===== src/rtl/gmcs_ram.sv =====
module gmcs_ram #(
  parameter int WIDTH = 1,
  parameter int DEPTH = 16
) (
  input  logic                     clk,
  input  logic                     we,
  input  logic [$clog2(DEPTH)-1:0] waddr,
  input  logic [WIDTH-1:0]         wdata,
  input  logic [$clog2(DEPTH)-1:0] raddr,
  output logic [WIDTH-1:0]         rdata
);

  logic [WIDTH-1:0] mem [DEPTH];

  // one write port, one registered read port
  always_ff @(posedge clk) begin
    if (we) begin
      mem[waddr] <= wdata;
    end
    rdata <= mem[raddr];
  end

endmodule


===== config.mk =====
export PLATFORM = sky130hd
export DESIGN_NAME = gmcs_ram
export DESIGN_NICKNAME = d
export VERILOG_FILES = /design/src/rtl/gmcs_ram.sv
export SDC_FILE = /design/constraint.sdc
export NUM_CORES = 1
export LEC_CHECK = 0
export ABC_AREA = 0
export BUFFER_PORTS_ARGS = -buffer_cell sky130_fd_sc_hd__buf_4
export CAP_MARGIN = 10
export CORE_MARGIN = 3
export CORE_UTILIZATION = 24
export DETAILED_ROUTE_END_ITERATION = 7
export SYNTH_ARGS = -nofsm -noshare
export SYNTH_HDL_FRONTEND = slang
export SYNTH_SLANG_ARGS = --single-unit

===== constraint.sdc =====
create_clock -name clk -period 1.1 [get_ports clk]
set_input_delay 0.165 -clock clk [delete_from_list [all_inputs] [get_ports clk]]
set_output_delay 0.165 -clock clk [all_outputs]
set_load 0.02 [all_outputs]

# [After elaboration in Yosys (flattened, before gate mapping)]
# Memories as Yosys holds them, arrays and structs flattened. A register that Yosys moved wholly into a read port is not among the register bits.
# Cells that the tools add are included.
[word_totals] register_bits=0 mem_count=1 input_bits=11 ramBits=16
[memory_table] memory="mem" depth=16 width=1 rd=1 rd_ports_with_merged_regs=1 write_ports=1 line_no="13" rtl="logic [WIDTH-1:0] mem [DEPTH];"
[classes] mux=2
[op_table] operator="two-way mux 1 bit" count=2

# [Longest topological paths before layout]
# Gate-level depths: netlist of the first run.
[logic_depth] depth_word=2 depth_mapped=3 depth_no_buf=3

# [Worst setup path before layout of the first run]
# OpenSTA, ideal clock, no wires.
[synth_timing] kind="register -> register" from="memory mem[13]" to="register rdata, read port of mem" path_buffers=0 path_stages_with_launch=4 t_arrival_ns=1.013 setup_ns=0.122 slack_ns=-0.035 cell_sequence="edfxtp_1 > mux4_1 > mux2i_1 > mux2i_1"
[synth_rtl] element="start, declared" line_no="13"
[synth_rtl] element="end, declared" line_no="10" rtl="output logic [WIDTH-1:0] rdata"

==> results by group, run 1 <==
Yosys
  • Mapped Cells: 47
  • Synthesized area: 746 µm²
  • Flop and latch count out of synthesis: 17
  • Mapped Nets: 58
  • Netlist cell types: 11
  • Sequential share of the synthesized area: 0.671
  • Mean cell area of the mapped netlist: 15.9 µm²
  • Synth warn: 0

Timing
  • FMAX: 841 MHz
  • Clk_skew: 0.000372 ns
  • Worst setup margin: -0.0889 ns
  • Fin crit share: 1.08
  • Max-slew violation total from the final report: 0
  • Final Hold Fails: 0
  • Final setup violation count: 1
  • Setup TNS: -0.0889 ns
  • Final min period: 1.19 ns
  • Slew HR: 0.867
  • RSZ-0062 raised after global routing: yes
  • Tightest Pin Transition: 0.198 ns

Clock network
  • # hold bufs at CTS: 0
  • Worst skew pair latency: 0.28 ns
  • CTS Buf Count: 3
  • Htree depth: 1
  • Setup repair bufs after CTS: 0
  • Clk slew on worst S/H paths: 0.09 ns
  • CTS tree: yes
  • Clk root buf: clkbuf_4
  • CTS Buffer Depth: 2
  • Sink Count: 17

Setup path
  • RR Endpoint: rdata
  • CP max-delay cell: mux4_2
  • Crit. End Element: flip-flop
  • Worst setup path endpoint: rdata
  • Flop2flop setup slack: -0.09 ns
  • CP max stage delay: 0.49 ns
  • Worst R2R Path Depth: 3
  • Critical path fanouts, max: 1
  • Worst path cell trace: mux4_2, mux2i_1, mux2i_1
  • Critical Path AT: 1.37 ns
  • Most used cell, CP: mux2i_1
  • CP Class: flip-flop to flip-flop
  • Critical Path Stages: 3
  • CP Buf/Inv Count: 0
  • Critical path startpoint category: flip-flop
  • Crit path from: mem[7]
  • Worst r2r src: mem[7]
  • Crit path required time: 1.28 ns
  • CP top delay family: multiplexers

Worst hold path
  • HP Start: raddr[2]
  • Hold Crit Depth: 2
  • Hold Crit Class: primary input to flip-flop

Floorplanning
  • Initial core utilization: 0.261
  • Die area: 3810 µm²
  • Die Span Y: 61.7 µm
  • Row Count: 19
  • Die Wd: 61.7 µm
  • IO Count: 12
  • Core Area: 2850 µm²

Outcome
  • Failing checks: setup timing
  • Status: finished, violations left

Power
  • Leakage: 0.297 nW
  • Pwr Density: 1330 nW/µm²
  • Worst VDD drop: 483 µV

Drt
  • DR iter-0 viols: 9
  • Via-per-instance ratio: 4.82
  • Routed wire length: 1370 µm
  • Routed via count: 448
  • Residual DRC: 0
  • Drt pass-1 iters: 3
  • Routed len/inst: 14.7 µm
  • DRT antenna net count: 0

Job
  • Max-cap violations: 0

Placed design
  • GP Congestion: 0.721
  • Pre-CTS setup slack: -0.145 ns
  • Dpl cells: 89
  • Dpl hpwl: 976 µm
  • IO buf count: 11

Global route
  • Vias in the first global route: 437
  • Initial antenna violation count: 0
  • GR Util All Layers: 0.0816
  • Grt total ovfl: 0
  • Pin count of the biggest net entering global routing: 17
  • Global-route wire length before repair: 2100 µm

Cells and area
  • Fillers: 296
  • Final nets: 74
  • Non-Filler Instances: 93
  • Most frequent cells in the layout: edfxtp_1, nor2_1, buf_4
  • Antenna diodes: 0
  • Area Overhead vs Synth: 18.5%
  • Commonest non-fill, non-tap cell in the layout: edfxtp_1
  • Layout cells sized above 1: 0.323
-- synthesized netlist by cell type --
cell      instances  share of area
nand2b_1          2          0.017
edfxtp_1         16           0.64
dfxtp_1           1          0.027
nor3_1            4          0.027
or3b_2            1          0.012
mux2i_1           3          0.040
nor2_1           12          0.060
nand3_1           1         0.0067
mux4_1            4           0.14
nand2_1           1         0.0050
nand3b_1          2          0.020
-- metal layers --
layer / share of wire / up-vias / global-route usage
met1: 0.48 / 222 / 0.118
met4: 0.0088 / 0 / 0.0182
met2: 0.43 / 15 / 0.111
li1: - / 209 / -
met5: 0 / - / 0
met3: 0.081 / 2 / 0.0393
-- logic make-up (layout without fill, tap and decap cells) --
kind of cell	after synthesis	count (layout)	synth area share
flip-flops	17	17	0.671
AND/OR/NAND/NOR	23	23	0.148
buffers and inverters	0	15	0
multiplexers	7	7	0.181
-- how the worst min path moves through the flow --
stage              to  slack [ns]
3_3_place_gp    rdata        0.36
6_report        rdata        0.06
5_1_grt         rdata        0.05
2_1_floorplan  mem[0]        0.26
3_5_place_dp    rdata        0.37
4_1_cts         rdata        0.05
-- flip-flops by register name, indices dropped and copies added (netlist names) --
name   flops
mem       16
rdata      1
-- where the power goes --
group	switching, mW	internal (mW)	leakage [nW]
clock	0.188	0.141	0.0150
combinational	0.0623	0.0595	0.129
sequential	0.00311	0.723	0.153
total	0.253	0.923	0.297
-- through the flow --
step	utilization	cell area (µm²)	power, mW	hold slack (ns)
global route	0.310	883	1.23	0.0534
global placement	0.300	857	0.862	0.361
finish	0.310	883	1.18	0.0607
detailed placement	0.300	857	0.864	0.371
floorplan	-	736	0.794	0.264
CTS	0.310	883	1.19	0.0526
-- area by class of cell --
class | instances | area (µm²) | share of cell area
sequential | 17 | 500 | 0.567
multi-input combinational | 30 | 235 | 0.266
timing repair buffer | 11 | 82.6 | 0.0935
tap | 31 | 38.8 | 0.0439
clock buffer | 4 | 26.3 | 0.0297
-- what timing repair did --
action,CTS,global route
endpoints found under the setup margin,1,1
resized for setup,0,0
endpoints found under the hold margin,0,0
(Power assumes the default switching activity.)
==> inputs of run 2 (changes only) <==
--- a/config.mk
+++ b/config.mk
@@ -11,6 +11,8 @@
 export CORE_MARGIN = 3
 export CORE_UTILIZATION = 24
 export DETAILED_ROUTE_END_ITERATION = 7
+export PLACE_DENSITY = 0.44
+export REMOVE_ABC_BUFFERS = 1
 export SYNTH_ARGS = -nofsm -noshare
 export SYNTH_HDL_FRONTEND = slang
 export SYNTH_SLANG_ARGS = --single-unit
==> run 2 against run 1 <==
Net effect:
- the run still ends with setup timing left
- setup slack gained 0.013 ns
- flip-flop and latch count is the same
- via count shrank 3.6%
- critical endpoint unchanged
- critical path depth is the same
- sequential share of layout area shrank 0.63 points
- sequential power is essentially flat
- largest cell class unchanged
- global-route usage shrank 0.50 points
- cell count grew 2.2%
- count of clock-buffer cells in the layout is the same
==> results by group, run 2 (synthesis gave the netlist of run 1 again) <==
Drt
  • DR iter-0 viols: 7 (was 9)
  • Routed len/inst: 13.1 µm (was 14.7 µm)
  • Routed wire length: 1240 µm (was 1370 µm)
  • Drt pass-1 iters: 4 (was 3)
  • Routed via count: 432 (was 448)
  • DRT antenna net count: 0 (unchanged)
  • Via-per-instance ratio: 4.55 (was 4.82)
  • Residual DRC: 0 (unchanged)

Cells and area
  • Antenna diodes: 0 (unchanged)
  • Area of the multi-input gates: 230 µm² (was 235 µm²)
  • Non-Filler Instances: 95 (was 93)
  • Biggest regs: mem (16), rdata (1) (unchanged)
  • Area Overhead vs Synth: 19.8% (was 18.5%)
  • Layout cells sized above 1: 0.328 (was 0.323)
  • Commonest non-fill, non-tap cell in the layout: edfxtp_1 (unchanged)
  • Fillers: 299 (was 296)
  • Final nets: 76 (was 74)
  • Max FFs per register: 16 (unchanged)
  • FF+latch area: 500 µm² (unchanged)
  • Top reg by flops: mem (unchanged)
  • Final instance area: 893 µm² (was 883 µm²)
  • Most frequent cells in the layout: edfxtp_1, buf_4, nor2_1 (was edfxtp_1, nor2_1, buf_4)

Floorplanning
  • Die Wd: 61.7 µm (unchanged)
  • Initial core utilization: 0.261 (unchanged)
  • Die area: 3810 µm² (unchanged)
  • Die Span Y: 61.7 µm (unchanged)
  • Row Count: 19 (unchanged)
  • IO Count: 12 (unchanged)
  • Core Area: 2850 µm² (unchanged)

Power
  • Total power: 1.18 mW (about the same)
  • Leakage: 0.306 nW (was 0.297 nW)
  • Pwr Density: 1320 nW/µm² (was 1330 nW/µm²)
  • Worst VDD drop: 407 µV (was 483 µV)

Timing
  • Worst setup margin: -0.0757 ns (was -0.0889 ns)
  • RSZ-0062 raised after global routing: yes (unchanged)
  • Final Hold Fails: 0 (unchanged)
  • Hold WS: 0.0587 ns (was 0.0607 ns)
  • Final min period: 1.18 ns (was 1.19 ns)
  • Fin crit share: 1.07 (was 1.08)
  • Final setup violation count: 1 (unchanged)
  • Slew HR: 0.849 (was 0.867)
  • FMAX: 851 MHz (was 841 MHz)
  • Max-slew violation total from the final report: 0 (unchanged)
  • Tightest Pin Transition: 0.225 ns (was 0.198 ns)
  • Clk_skew: 0.000679 ns (was 0.000372 ns)

Setup path
  • CP max stage delay: 0.46 ns (was 0.49 ns)
  • Worst path cell trace: mux4_2, mux2i_1, mux2i_1 (unchanged)
  • Crit path required time: 1.28 ns (about the same)
  • Critical path fanouts, max: 1 (unchanged)
  • Critical Path AT: 1.36 ns (was 1.37 ns)
  • Crit. End Element: flip-flop (unchanged)
  • Most used cell, CP: mux2i_1 (unchanged)
  • Critical path startpoint category: flip-flop (unchanged)
  • CP max-delay cell: mux4_2 (unchanged)
  • CP top delay family: multiplexers (unchanged)
  • CP Buf/Inv Count: 0 (unchanged)
  • CP Class: flip-flop to flip-flop (unchanged)

Global route
  • Global-route wire length before repair: 2020 µm (was 2100 µm)
  • Vias in the first global route: 433 (was 437)
  • Pin count of the biggest net entering global routing: 17 (unchanged)
  • Grt total ovfl: 0 (unchanged)
  • Initial antenna violation count: 0 (unchanged)
  • GR Util All Layers: 0.0766 (was 0.0816)

Clock network
  • Clk slew on worst S/H paths: 0.09 ns (about the same)
  • Sink Count: 17 (unchanged)
  • Worst skew pair latency: 0.28 ns (about the same)
  • CTS Buf Count: 3 (unchanged)
  • CTS Buffer Depth: 2 (unchanged)
  • CTS tree: yes (unchanged)
  • # hold bufs at CTS: 0 (unchanged)
  • Htree depth: 1 (unchanged)
  • Setup repair bufs after CTS: 0 (unchanged)
  • Clk root buf: clkbuf_4 (unchanged)

Placed design
  • GP Congestion: 0.643 (was 0.721)
  • Pre-CTS setup slack: -0.184 ns (was -0.145 ns)
  • Dpl cells: 91 (was 89)
  • Dpl hpwl: 915 µm (was 976 µm)
  • IO buf count: 11 (unchanged)
  • Post-DP Area: 882 µm² (was 857 µm²)

Job
  • Max-cap violations: 0 (unchanged)

Outcome
  • Failing checks: setup timing (unchanged)
  • Status: finished, violations left (unchanged)

Worst hold path
  • Hold Crit Class: primary input to flip-flop (unchanged)
[run 2: report_power, final]
part	internal, mW	switching (mW)	total (mW)
logic	0.0636	0.0582	0.122
clock network	0.141	0.186	0.327
registers	0.723	0.00362	0.727
[run 2: path summary, 6_finish.rpt]
check	endpoint	cells past startpoint	slack, ns	start
worst min-delay path	rdata	2	0.06	raddr[2]
worst max register to register	rdata	3	-0.08	mem[4]
worst min register to register	rdata	3	0.75	mem[11]
worst max-delay path	rdata	3	-0.08	mem[4]
[run 2: metrics by stage]
step	utilization	setup TNS, ns
detailed placement	0.309	-0.705
finish	0.313	-0.0757
global placement	0.309	-0.694
global route	0.313	-0.174
floorplan	-	-0.0492
CTS	0.314	-0.0959
[run 2: routing by layer]
| layer | vias to the layer above | global-route usage | wire, µm |
|---|---|---|---|
| met4 | 0 | 0.0455 | 19 |
| met1 | 195 | 0.101 | 583 |
| met3 | 2 | 0.0269 | 102 |
| met2 | 18 | 0.108 | 535 |
| li1 | 217 | - | - |
| met5 | - | 0 | 0 |
[run 2: area by class of cell]
class / instances / share of cell area
flip-flops and latches: 17 / 0.560
multi-input cells: 30 / 0.258
repair buffers: 13 / 0.109
well taps: 31 / 0.0434
clock buffers: 4 / 0.0294
[run 2: timing repair]
| action | CTS | global route |
|---|---|---|
| endpoints found under the setup margin | 1 | 1 |
| gates resized for setup | 3 | 1 |
| hold endpoints to repair | 0 | 0 |
[run 2: worst register-to-register path, cell delays in order, from the launching register on]
cell	delay (ns)
edfxtp_1	0.40
mux4_2	0.46
mux2i_1	0.13
mux2i_1	0.08
==> inputs of run 3 (changes only) <==
--- a/config.mk
+++ b/config.mk
@@ -11,6 +11,7 @@
 export CORE_MARGIN = 3
 export CORE_UTILIZATION = 24
 export DETAILED_ROUTE_END_ITERATION = 7
+export HOLD_SLACK_MARGIN = 0.06
 export PLACE_DENSITY = 0.44
 export REMOVE_ABC_BUFFERS = 1
 export SYNTH_ARGS = -nofsm -noshare
==> constraint.sdc (replaced) <==
create_clock -name clk -period 0.9 [get_ports clk]
set_input_delay 0.135 -clock clk [delete_from_list [all_inputs] [get_ports clk]]
set_output_delay 0.135 -clock clk [all_outputs]
set_load 0.02 [all_outputs]
==> run 3 against run 2 <==
Net effect:
- the flow still finishes with violations (setup timing)
- flip-flop and latch count unchanged
- utilization rose by 1.1 points
- routed wire length increased by 11%
- clock skew grew 0.0036 ns
- combinational power increased by 36%
- sequential share of layout area down 1.9 points
- critical path depth stayed put
- critical endpoint unchanged
==> results by group, run 3 (synthesis gave the netlist of run 1 again) <==
Outcome
  • Status: finished, violations left (unchanged)
  • Failing checks: setup timing (unchanged)

Clock network
  • Setup repair bufs after CTS: 0 (unchanged)
  • CTS tree: yes (unchanged)
  • CTS Buffer Depth: 2 (unchanged)
  • Clk slew on worst S/H paths: 0.10 ns (was 0.09 ns)
  • Htree depth: 1 (unchanged)
  • CTS Buf Count: 3 (unchanged)
  • Clk root buf: clkbuf_4 (unchanged)
  • Sink Count: 17 (unchanged)
  • Worst skew pair latency: 0.28 ns (about the same)

Cells and area
  • Non-Filler Instances: 97 (was 95)
  • Final nets: 78 (was 76)
  • Antenna diodes: 0 (unchanged)
  • Max FFs per register: 16 (unchanged)
  • Biggest regs: mem (16), rdata (1) (unchanged)
  • Commonest non-fill, non-tap cell in the layout: edfxtp_1 (unchanged)
  • Layout cells sized above 1: 0.364 (was 0.328)
  • Top reg by flops: mem (unchanged)
  • Area Overhead vs Synth: 24.0% (was 19.8%)
  • Most frequent cells in the layout: edfxtp_1, buf_4, nor2_1 (unchanged)
  • Fillers: 309 (was 299)

Drt
  • Via-per-instance ratio: 4.61 (was 4.55)
  • Routed len/inst: 14.2 µm (was 13.1 µm)
  • DR iter-0 viols: 23 (was 7)
  • Drt pass-1 iters: 2 (was 4)
  • Routed via count: 447 (was 432)
  • Routed wire length: 1380 µm (was 1240 µm)
  • Residual DRC: 0 (unchanged)
  • DRT antenna net count: 0 (unchanged)

Global route
  • Pin count of the biggest net entering global routing: 17 (unchanged)
  • Vias in the first global route: 484 (was 433)
  • Initial antenna violation count: 0 (unchanged)
  • GR Util All Layers: 0.0846 (was 0.0766)
  • Grt total ovfl: 0 (unchanged)
  • Global-route wire length before repair: 2240 µm (was 2020 µm)

Setup path
  • Crit path from: mem[0] (was mem[4])
  • Worst r2r src: mem[0] (was mem[4])
  • Critical Path AT: 1.37 ns (was 1.36 ns)
  • Flop2flop setup slack: -0.30 ns (was -0.08 ns)
  • CP Class: flip-flop to flip-flop (unchanged)
  • Critical path startpoint category: flip-flop (unchanged)
  • Critical path fanouts, max: 1 (unchanged)
  • Worst setup path endpoint: rdata (unchanged)
  • Crit path required time: 1.08 ns (was 1.28 ns)
  • Worst R2R Path Depth: 3 (unchanged)
  • Crit. End Element: flip-flop (unchanged)
  • RR Endpoint: rdata (unchanged)

Floorplanning
  • Initial core utilization: 0.261 (unchanged)
  • Core Area: 2850 µm² (unchanged)
  • IO Count: 12 (unchanged)
  • Row Count: 19 (unchanged)
  • Die Wd: 61.7 µm (unchanged)
  • Die Span Y: 61.7 µm (unchanged)
  • Die area: 3810 µm² (unchanged)

Timing
  • RSZ-0062 raised after global routing: yes (unchanged)
  • Final setup violation count: 1 (unchanged)
  • Clk_skew: 0.00424 ns (was 0.000679 ns)
  • Max-slew violation total from the final report: 0 (unchanged)
  • Tightest Pin Transition: 0.197 ns (was 0.225 ns)
  • Final Hold Fails: 0 (unchanged)
  • FMAX: 835 MHz (was 851 MHz)
  • Slew HR: 0.868 (was 0.849)
  • Final min period: 1.20 ns (was 1.18 ns)
  • Worst setup margin: -0.298 ns (was -0.0757 ns)
  • Fin crit share: 1.33 (was 1.07)

Power
  • Leakage: 0.318 nW (was 0.306 nW)
  • Worst VDD drop: 453 µV (was 407 µV)
  • Pwr Density: 1580 nW/µm² (was 1320 nW/µm²)

Placed design
  • GP Congestion: 0.637 (was 0.643)
  • Dpl hpwl: 988 µm (was 915 µm)
  • Pre-CTS setup slack: -0.359 ns (was -0.184 ns)
  • Dpl cells: 92 (was 91)
  • IO buf count: 11 (unchanged)

Job
  • Max-cap violations: 0 (unchanged)

Worst hold path
  • Hold Crit Class: primary input to flip-flop (unchanged)
==> run 3: cell count changes in the layout (fill, tap and decap cells not counted) <==
| cell | delta |
|---|---|
| dlygate4sd3_1 | +1 |
| or3b_4 | +1 |
| nor2_2 | +1 |
| nor2_1 | -1 |
| nor3_2 | +1 |
| or3b_2 | -1 |
| nor3_1 | -1 |
| buf_6 | +1 |
==> run 3: critical path, stage by stage (launching register included) <==
cell,delay [ns]
edfxtp_1,0.39
mux4_2,0.47
mux2i_1,0.14
mux2i_1,0.08
==> run 3: final cells by class <==
cell class | instances | area [µm²] | share of cell area
Multi-Input combinational cell | 30 | 240 | 0.260
Clock buffer | 4 | 26.3 | 0.0284
Sequential cell | 17 | 500 | 0.541
Tap cell | 31 | 38.8 | 0.0419
Timing Repair Buffer | 15 | 119 | 0.129
==> run 3: metal layers <==
metal,GRT usage,routed length (µm),vias to the layer above
met4,0.0455,21,0
met1,0.110,683,216
met5,0,0,-
met2,0.127,623,12
met3,0.0248,50,2
li1,-,-,217
==> run 3: per-stage QoR <==
| step | cell area [µm²] | setup TNS [ns] | hold slack [ns] | total power, mW | utilization |
|---|---|---|---|---|---|
| 6_report | 925 | -0.298 | 0.147 | 1.46 | 0.324 |
| 2_1_floorplan | 746 | -0.793 | 0.234 | 0.967 | - |
| 5_1_grt | 925 | -0.393 | 0.151 | 1.53 | 0.324 |
| 3_3_place_gp | 890 | -2.60 | 0.332 | 1.06 | 0.312 |
| 4_1_cts | 920 | -0.314 | 0.140 | 1.47 | 0.322 |
| 3_5_place_dp | 890 | -2.56 | 0.333 | 1.06 | 0.312 |
==> run 3: timing repair <==
action / in CTS / in global routing
hold endpoints to repair: 1 / 0
hold buffers: 1 / 0
resized for setup: 4 / 4
cloned: 0 / 0
endpoints found under the setup margin: 2 / 6
==> run 3: power by group <==
| group | internal [mW] | switching, mW |
|---|---|---|
| Sequential | 0.884 | 0.00605 |
| Combinational | 0.0882 | 0.0782 |
| Clock | 0.172 | 0.230 |
| Total | 1.14 | 0.314 |
==> run 3: worst min-delay path by stage <==
stage	start	endpoint	slack (ns)	depth (start not counted)
final	wdata	mem[7]	0.15	1
after global placement	raddr[2]	rdata	0.33	2
after global routing	wdata	mem[7]	0.15	1
after CTS	wdata	mem[15]	0.14	1
after detailed placement	raddr[2]	rdata	0.33	2
after floorplan	wdata	mem[0]	0.23	0
